File: src/rba_pkg.sv
package rba_pkg;

	localparam int TEX_SLOTS_DEF = 16;
	localparam int VERT_MAX      = 65536;
	localparam int INDEX_MAX     = 65536;

	localparam logic [2:0] REQ_BEGIN = 3'd0;
	localparam logic [2:0] REQ_HDR   = 3'd1;
	localparam logic [2:0] REQ_PLACE = 3'd2;
	localparam logic [2:0] REQ_VTX   = 3'd3;
	localparam logic [2:0] REQ_IDX   = 3'd4;
	localparam logic [2:0] REQ_END   = 3'd5;

	localparam logic [2:0] RES_VTX  = 3'd0;
	localparam logic [2:0] RES_IDX  = 3'd1;
	localparam logic [2:0] RES_BIND = 3'd2;
	localparam logic [2:0] RES_DRAW = 3'd3;
	localparam logic [2:0] RES_DROP = 3'd4;

	localparam logic [1:0] CFG_MAX_SLOTS = 2'd0;
	localparam logic [1:0] CFG_VCAP      = 2'd1;
	localparam logic [1:0] CFG_ICAP      = 2'd2;

	// Control broadcast to every slot cell.
	typedef struct packed {
		logic        rotate;
		logic        load;
		logic [4:0]  used;
		logic [31:0] handle;
	} rba_cell_ctrl_t;

endpackage

File: src/rba_xform.sv
module rba_xform (
	input  logic               clk,
	input  logic               en,
	input  logic signed [31:0] local_v,
	input  logic signed [31:0] scale,
	input  logic signed [31:0] pos,
	output logic signed [31:0] result
);
	import rba_pkg::*;

	logic signed [63:0] prod_s1;
	logic signed [47:0] q;
	logic signed [48:0] sum;

	always_ff @(posedge clk) begin
		if (en) begin
			prod_s1 <= local_v * scale;
		end
	end

	// Arithmetic shift floors toward minus infinity.
	assign q   = 48'(prod_s1 >>> 16);
	assign sum = 49'(q) + 49'(pos);

	always_comb begin
		if (sum > 49'sd2147483647) begin
			result = 32'sh7FFFFFFF;
		end else if (sum < -49'sd2147483648) begin
			result = 32'sh80000000;
		end else begin
			result = sum[31:0];
		end
	end

endmodule

File: config.mk
export PLATFORM = sky130hd
export DESIGN_NAME = rba_xform
export DESIGN_NICKNAME = d
export VERILOG_FILES = /design/src/rba_pkg.sv /design/src/rba_xform.sv
export SDC_FILE = /design/constraint.sdc
export NUM_CORES = 2
export LEC_CHECK = 0
export ABC_CLOCK_PERIOD_IN_PS = 23100
export BUFFER_PORTS_ARGS = -buffer_cell sky130_fd_sc_hd__buf_2
export CAP_MARGIN = 20
export CORE_UTILIZATION = 30
export CTS_CLUSTER_SIZE = 12
export DETAILED_ROUTE_END_ITERATION = 6
export PLACE_DENSITY_LB_ADDON = 0.12
export SLEW_MARGIN = 5
export SYNTH_ARGS = -nofsm -noshare
export SYNTH_HDL_FRONTEND = slang
export SYNTH_SLANG_ARGS = --single-unit
File: constraint.sdc
create_clock -name clk -period 23.1 [get_ports clk]
set_input_delay 5.775 -clock clk [delete_from_list [all_inputs] [get_ports clk]]
set_output_delay 5.775 -clock clk [all_outputs]
set_load 0.02 [all_outputs]
==> results.txt <==
----------------------------------------------------
[Outcome]
  Status ... complete, but fails checks
  Violated checks ... design-rule violations

[Layout]
  Post-layout nets ... between 5000 and 6000
  Proportion of layout cells with a drive suffix above 1 ... 5.483%
  Register name with the most flops ... prod_s1
  Layout Area Growth over Synthesis ... 6.322%
  Max FFs per register ... 48
  Fill cell instance count of the final layout ... between 10000 and 15000
  Util after Layout ... 32.20%
  Regs by FF count ... prod_s1 x48

[STA]
  F_max ... roughly 61 MHz
  Fin crit share ... approximately 70%
  Minimum period implied by the final worst setup slack ... 16410 ps
  Actual transition at the worst max-transition pin ... 1080 ps
  Worst relative slew slack ... 28.02%
  Final-report max-slew violation count ... 0
  Endpoints failing setup ... 0
  Hold Violations, Final ... 0
  RSZ-0062 raised after global routing ... false
  Setup tns final ... 0 ps

[Floorplanning]
  IO Count ... 130
  Initial Util ... 30.29%
  Die footprint ... 134500 um^2
  Width of the die ... approximately 370 um
  Rows ... 133
  Y dimension of the die ... roughly 370 um
  Core area ... 131800 um^2

[CTS]
  Clock tree from TritonCTS ... built
  TritonCTS Buffers ... 5
  Number of clock sinks ... 48
  Master cell of the clock root buffer ... clkbuf_16
  Post-cts hold buffer count ... 0
  CTS clk-pin slew, worst paths ... 80 ps
  Number of buffers between clock root and the deepest sink ... 2
  H-tree lvl count ... 2
  CTS-repair resized insts ... 0
  Buffer count from post-CTS setup fixing ... 0

[Drt]
  DR vias ... 27510
  Number of remaining DRC errors ... 3
  Final Routed Wirelength ... roughly 120 mm
  Detailed-router iteration count before antenna repair ... 7
  Final routed wire length divided by cell count ... 19.99 um
  Avg Vias per Cell ... 4.621
  First DRT Iteration DRCs ... 1180
  Antenna-violating nets left ... 0

[Synth]
  Number of different library cells in the post-synthesis netlist ... a little under 80
  Area share of the largest cell type after synthesis ... between 50 and 60%
  Mean Syn Cell Area ... 9.444 um^2
  Post-synth top flop ... edfxtp_1
  Syn nets ... 5635
  Synth warnings ... 0
  Number of enable-type register cells in the synthesized netlist ... 48
  Synthesis-stage register bit count ... 48
  Cells taking the most area after synthesis ... fa_1 54%, inv_1 9.2%, and2_1 7.9%
  Syn Std Cell Area ... 39920 um^2
  Synthesized netlist cell count ... ~4200
  Library cell with the largest summed area after synthesis ... fa_1
  Share of flip-flops with an asynchronous set or reset after synthesis ... 0%
  Fraction of the yosys area taken by sequential cells ... 3.611%

[Critical path]
  Critical path capture point type ... output pin
  Kind of critical path ... input pin to output pin
  Crit path required time ... approximately 17000 ps
  Max FO, Critical Path ... 33
  Startpoint type of the worst setup path ... input pin
  Arrival time reported for the critical path endpoint ... 10630 ps

[GRT]
  Vias in the first global route ... 31080
  Wire length of the first global-routing pass ... 187.6 mm
  GRT Util Overall ... 18.19%
  Number of antenna violations at the first check in global routing ... 14
  Final global-route overflow total ... 0
  Largest net degree at the start of global routing ... 49

[Min path]
  Path category of the worst min-delay check ... input pin to flop

[Flow run]
  Number of maximum-capacitance violations ... 0

[Placed design]
  Placer's final routability congestion estimate ... 0.8173
  Placed wire-length estimate after detailed placement ... 95.81 mm
  Number of buffers inserted by port buffering ... 129

----------------------------------------------------
==> area by class of cell <==
type / instances / area [um^2] / area share [%]
Timing Repair Buffer: 170 / 953.4 / 2.246
Tap cell: 1755 / 2196 / 5.174
Multi-Input combinational cell: 2992 / 34010 / 80.13
Inverter: 977 / 3667 / 8.640
Clock buffer: 5 / 125.1 / 0.2948
Clock inverter: 3 / 46.29 / 0.1091
Sequential cell: 48 / 1441 / 3.396
Antenna cell: 2 / 5.005 / 0.01179
==> cell usage in the layout, fill, tap and decap left out, types with 30 or more instances in the layout <==
cell type,synthesis,final
edfxtp_1,48,48
o21ai_0,42,42
ha_1,228,228
buf_2,3,129
and2_1,505,505
buf_4,0,41
nand2_1,554,554
nor2_1,83,83
xnor2_1,63,63
fa_1,1082,1082
a21o_1,46,46
a21oi_1,83,83
o22ai_2,30,30
inv_1,977,977
==> layer usage <==
| metal | part of all wire [%] | global-route usage, % | vias up |
|---|---|---|---|
| li1 | - | - | 12360 |
| met4 | 1.8 | 2.989 | 10 |
| met1 | 44 | 23.93 | 14670 |
| met5 | 0.061 | 0 | - |
| met2 | 52 | 33.03 | 365 |
| met3 | 2.6 | 1.234 | 98 |
==> cell families after synthesis <==
kind of cell / share of synthesized area, %
fa+ha+maj: 61.41
simple gates: 15.92
flops: 3.611
mux: 0.02508
compound gates: 5.833
xor+xnor: 1.975
buf+inv: 11.23
==> synth_stat cells (all sizes together), types with 32 or more instances <==
library cell,number
o21ai,43
a21oi,84
nand2,555
and2,505
inv,977
clkbuf,202
edfxtp,48
o22ai,32
nor2,83
xnor2,63
fa,1082
ha,228
a21o,47
==> per-stage QoR <==
step | instances | instance area [um^2] | worst slack, ps | hold WS, ps
global placement | 5942 | 42270 | 6826 | 6483
CTS | 5950 | 42440 | 6736 | 6153
finish | 5952 | 42440 | 6693 | 6133
global route | 5950 | 42440 | 6401 | 6172
detailed placement | 5942 | 42270 | 6761 | 6490
floorplan | 4227 | 39920 | 8392 | 5888
==> path summary, 6_finish.rpt <==
path                  startpoint               endpoint  slack [ps]  cells after the start
worst max-delay path      pos[0]              result[0]        6690                     16
worst min-delay path          en  prod_s1[43]$_DFFE_PP_        6130                      2
==> critical path, stage by stage <==
cell and delay, ps:
buf_2 100, ha_1 230, fa_1 430, a211oi_1 240
o21ai_1 170, o31a_1 340, o211a_1 380, nand2_1 170
nand2_1 120, o31a_1 330, nand2_1 80, a41o_2 850
a21boi_4 620, buf_4 430, o22ai_1 130, buf_2 190
Power is not shown: default switching activity piles up to over one toggle a cycle in this logic, so the estimate is an artifact.
