--- src/rba_pkg.sv ---
package rba_pkg;

	localparam int TEX_SLOTS_DEF = 16;
	localparam int VERT_MAX      = 65536;
	localparam int INDEX_MAX     = 65536;

	localparam logic [2:0] REQ_BEGIN = 3'd0;
	localparam logic [2:0] REQ_HDR   = 3'd1;
	localparam logic [2:0] REQ_PLACE = 3'd2;
	localparam logic [2:0] REQ_VTX   = 3'd3;
	localparam logic [2:0] REQ_IDX   = 3'd4;
	localparam logic [2:0] REQ_END   = 3'd5;

	localparam logic [2:0] RES_VTX  = 3'd0;
	localparam logic [2:0] RES_IDX  = 3'd1;
	localparam logic [2:0] RES_BIND = 3'd2;
	localparam logic [2:0] RES_DRAW = 3'd3;
	localparam logic [2:0] RES_DROP = 3'd4;

	localparam logic [1:0] CFG_MAX_SLOTS = 2'd0;
	localparam logic [1:0] CFG_VCAP      = 2'd1;
	localparam logic [1:0] CFG_ICAP      = 2'd2;

	// Control broadcast to every slot cell.
	typedef struct packed {
		logic        rotate;
		logic        load;
		logic [4:0]  used;
		logic [31:0] handle;
	} rba_cell_ctrl_t;

endpackage

--- src/rba_slot_cell.sv ---
module rba_slot_cell #(
	parameter int IDX = 0
) (
	input  logic                    clk,
	input  logic                    arst_n,
	input  rba_pkg::rba_cell_ctrl_t ctrl,
	input  logic [31:0]             shift_in,
	output logic [31:0]             handle_q,
	output logic                    match
);
	import rba_pkg::*;

	// Ring position only matters while the table is at rest (not rotating).
	assign match = (IDX >= 1) && (6'(IDX) < {1'b0, ctrl.used}) && (handle_q == ctrl.handle);

	always_ff @(posedge clk or negedge arst_n) begin
		if (!arst_n) begin
			handle_q <= '0;
		end else if (ctrl.rotate) begin
			handle_q <= shift_in;
		end else if (ctrl.load && ({1'b0, ctrl.used} == 6'(IDX))) begin
			handle_q <= ctrl.handle;
		end
	end

endmodule

--- config.mk ---
export PLATFORM = sky130hd
export DESIGN_NAME = rba_slot_cell
export DESIGN_NICKNAME = d
export VERILOG_FILES = /design/src/rba_pkg.sv /design/src/rba_slot_cell.sv
export SDC_FILE = /design/constraint.sdc
export NUM_CORES = 1
export LEC_CHECK = 0
export BUFFER_PORTS_ARGS = -buffer_cell sky130_fd_sc_hd__buf_2
export CAP_MARGIN = 10
export CORE_AREA = 2 2 85 55
export DETAILED_ROUTE_END_ITERATION = 16
export DIE_AREA = 0 0 87 57
export HOLD_SLACK_MARGIN = 0.05
export MAX_ROUTING_LAYER = met4
export PLACE_DENSITY = 0.88
export SLEW_MARGIN = 25
export SYNTH_ARGS = -nofsm -noshare
export SYNTH_HDL_FRONTEND = slang
export SYNTH_SLANG_ARGS = --single-unit
--- constraint.sdc ---
create_clock -name clk -period 0.8 [get_ports clk]
set_clock_uncertainty 0.15 [all_clocks]
set_input_delay 0.04 -clock clk [delete_from_list [all_inputs] [get_ports clk]]
set_output_delay 0.04 -clock clk [all_outputs]
set_load 0.02 [all_outputs]
==> results.json <==
{
  "status": "finished with violations",
  "violations": "negative hold slack, negative setup slack",
  "period_needed_ns": 1.14,
  "antenna_found_initial": 0,
  "io_pins": 106,
  "htreeDepth": 2,
  "numCtsBuffers": 5,
  "netlist_instances": 186,
  "crit_type": "in -> reg",
  "wire_per_inst_um": 15.4,
  "cp_slowest_cell": "or4_4",
  "setup_ws_ns": -0.341,
  "portBuffers": 104,
  "first_global_vias": 1889,
  "synth_fp_nets": 259,
  "endpoint_kind": "flip-flop",
  "synth.avg_cell_area_um2": 9.09,
  "fin_cells": 359,
  "rsz0062_at_grt": "yes",
  "leakagePower_nw": 1.30,
  "critPathLaunchType": "primary input",
  "crit_required_ns": 0.80,
  "cp_num_buf_inv": 2,
  "fin_area_um2": 2880,
  "seqCellArea_um2": 801,
  "worstHoldStart": "shift_in[14]",
  "syn_area_um2": 1690,
  "synth_top_area_share_pct": 47.4,
  "root_buffer": "clkbuf_8",
  "power_per_cell_area_nw_per_um2": 1720,
  "timing.hold.ws_ns": -0.142,
  "grt_max_degree": 35,
  "max_freq_ghz": 0.876,
  "final_core_util_pct": 67.7,
  "async_flop_share_pct": 100,
  "largest_reg_flops": 32,
  "ys_types": 15,
  "worst_ep_arrival_time_ns": 1.14,
  "cts_tree": "done",
  "ir_worst_vdd_v": 0.000950,
  "avgViaCountPerCell": 5.33,
  "reg_top3": "handle_q: 32 flops",
  "ys_ff_latch": 32,
  "drt_iter0_markers": 52,
  "cts_buffer_depth": 2,
  "regMostFlops": "handle_q",
  "nFillCells": 331,
  "grt_first_pass_wirelength_um": 8540,
  "tns_ns": -15.19,
  "remaining_drc_errors": 0,
  "crit_family": "simple AND/OR/NAND/NOR gates",
  "post_dp_cell_area_um2": 2340,
  "std_cell_rows": 19,
  "drv_slew": 0,
  "synth.most_common_cell": "nor2b_1",
  "placed_cells": 336,
  "r2r_setup_slack_ns": -0.13,
  "yosysSeqAreaShare_pct": 47.4,
  "cts_hold_buf": 1,
  "total_power_mw": 4.96,
  "routed_wl_um": 5540,
  "clk_latency_ns": 0.27,
  "drive_above_1_share_pct": 52.1,
  "die_y_um": 57,
  "min_to": "handle_q[14]$_DFFE_PN0P_",
  "die-area_um2": 4960,
  "ys_warn_count": 0,
  "multi_input_area_um2": 858,
  "synth_flop_cell": "dfrtp_1",
  "dp_slack_ns": -0.640,
  "hold_violations": 32,
  "fin_nets": 379,
  "path_clk_slew_ns": 0.07,
  "reg2reg_to": "handle_q[23]$_DFFE_PN0P_",
  "place_hpwl_um": 3560,
  "gp_congestion": 0.804,
  "synthTopCellsByCount": "nor2b_1 (33), a21oi_1 (32), a31oi_1 (32), dfrtp_1 (32), o21ai_1 (27)",
  "drtAntennaViolNets": 0,
  "die_x_um": 87,
  "min_path_cells": 3,
  "reg2reg_from": "handle_q[23]$_DFFE_PN0P_",
  "worstRegToRegCells": 3,
  "grt_usage_pct": 22.9,
  "fin_crit_sh_pct": 143,
  "core_area_um2": 4260,
  "slowest_delay_ns": 0.58,
  "syn_to_final_growth_pct": 70.5,
  "holdCritPathClass": "in -> reg",
  "start_util_pct": 39.7,
  "cts.sinks": 32,
  "finalSetupViolations": 64,
  "synth-edff-count": 0,
  "critPathMaxFanout": 21,
  "num_vias": 1912,
  "diodes": 0,
  "yosysTopAreaCell": "dfrtp_1",
  "grt_overflow": 0,
  "drv_cap": 0,
  "crit_chain": "buf_6 -> or4_4 -> buf_12 -> o21ai_1 -> a21oi_1",
  "synth.area.top_cells": "dfrtp_1 (47%), nor2b_1 (12%), a31oi_1 (12%)",
  "first_pass_iters": 4
}
worst reg2reg max path, cell delays in order, from the launching register on:
cell	delay, ns
dfrtp_1	0.40
buf_4	0.15
o21ai_2	0.04
a21oi_1	0.08
how the worst max path moves through the flow:
stage / from / to / depth (start not counted)
2_1_floorplan: ctrl[34] / handle_q[0]$_DFFE_PN0P_ / 4
3_3_place_gp: ctrl[34] / handle_q[9]$_DFFE_PN0P_ / 5
3_5_place_dp: ctrl[34] / handle_q[13]$_DFFE_PN0P_ / 5
4_1_cts: ctrl[34] / handle_q[13]$_DFFE_PN0P_ / 5
5_1_grt: ctrl[34] / handle_q[13]$_DFFE_PN0P_ / 5
6_report: ctrl[34] / handle_q[7]$_DFFE_PN0P_ / 5
cell usage in the layout, fill, tap and decap left out:
cell type       n
buf_2          71
buf_6          35
nor2b_1        32
dfrtp_1        32
a31oi_1        31
a21oi_1        31
buf_4          21
o21ai_1        17
o21ai_2        12
clkbuf_8        7
buf_12          5
o21ai_4         2
or4_4           1
nand2b_1        1
nor4_4          1
nor2b_2         1
a21oi_2         1
o21ai_0         1
a31oi_4         1
conb_1          1
bufinv_16       1
dlygate4sd3_1   1
buf_8           1
per-layer routing:
metal,global-route usage [%],routed length [um],up-vias
li1,-,-,921
met3,4.92,335,10
met4,8.93,93,0
met1,28.5,2410,887
met2,36.6,2700,94
met5,-,0,-
cell families (layout without fill, tap and decap cells):
group	after synthesis	in the layout	synth area share, %
AO/OA/AOI/OAI	96	96	31.5
buffers and inverters	21	142	6.44
AND/OR/NAND/NOR	36	36	14.5
flip-flops	32	32	47.4
other	1	1	0.222
final cells by class:
cell class / count / area share [%]
tap: 52 / 2.26
clock inverter: 1 / 1.04
multi-input combinational: 133 / 29.8
sequential: 32 / 27.8
timing repair buffer: 134 / 35.8
clock buffer: 7 / 3.34
repair_timing:
action / 4_1_cts / 5_1_grt
resized for setup: 77 / 8
setup endpoints to repair: 64 / 64
pin swaps: 3 / 0
setup buffers: 11 / 3
endpoints found under the hold margin: 64 / 32
where the power goes:
group / internal (mW) / leakage, nW / switching, mW
Combinational: 0.739 / 0.876 / 0.673
Clock: 1.10 / 0.0645 / 0.564
Sequential: 1.77 / 0.357 / 0.119
(Power assumes the default switching activity.)
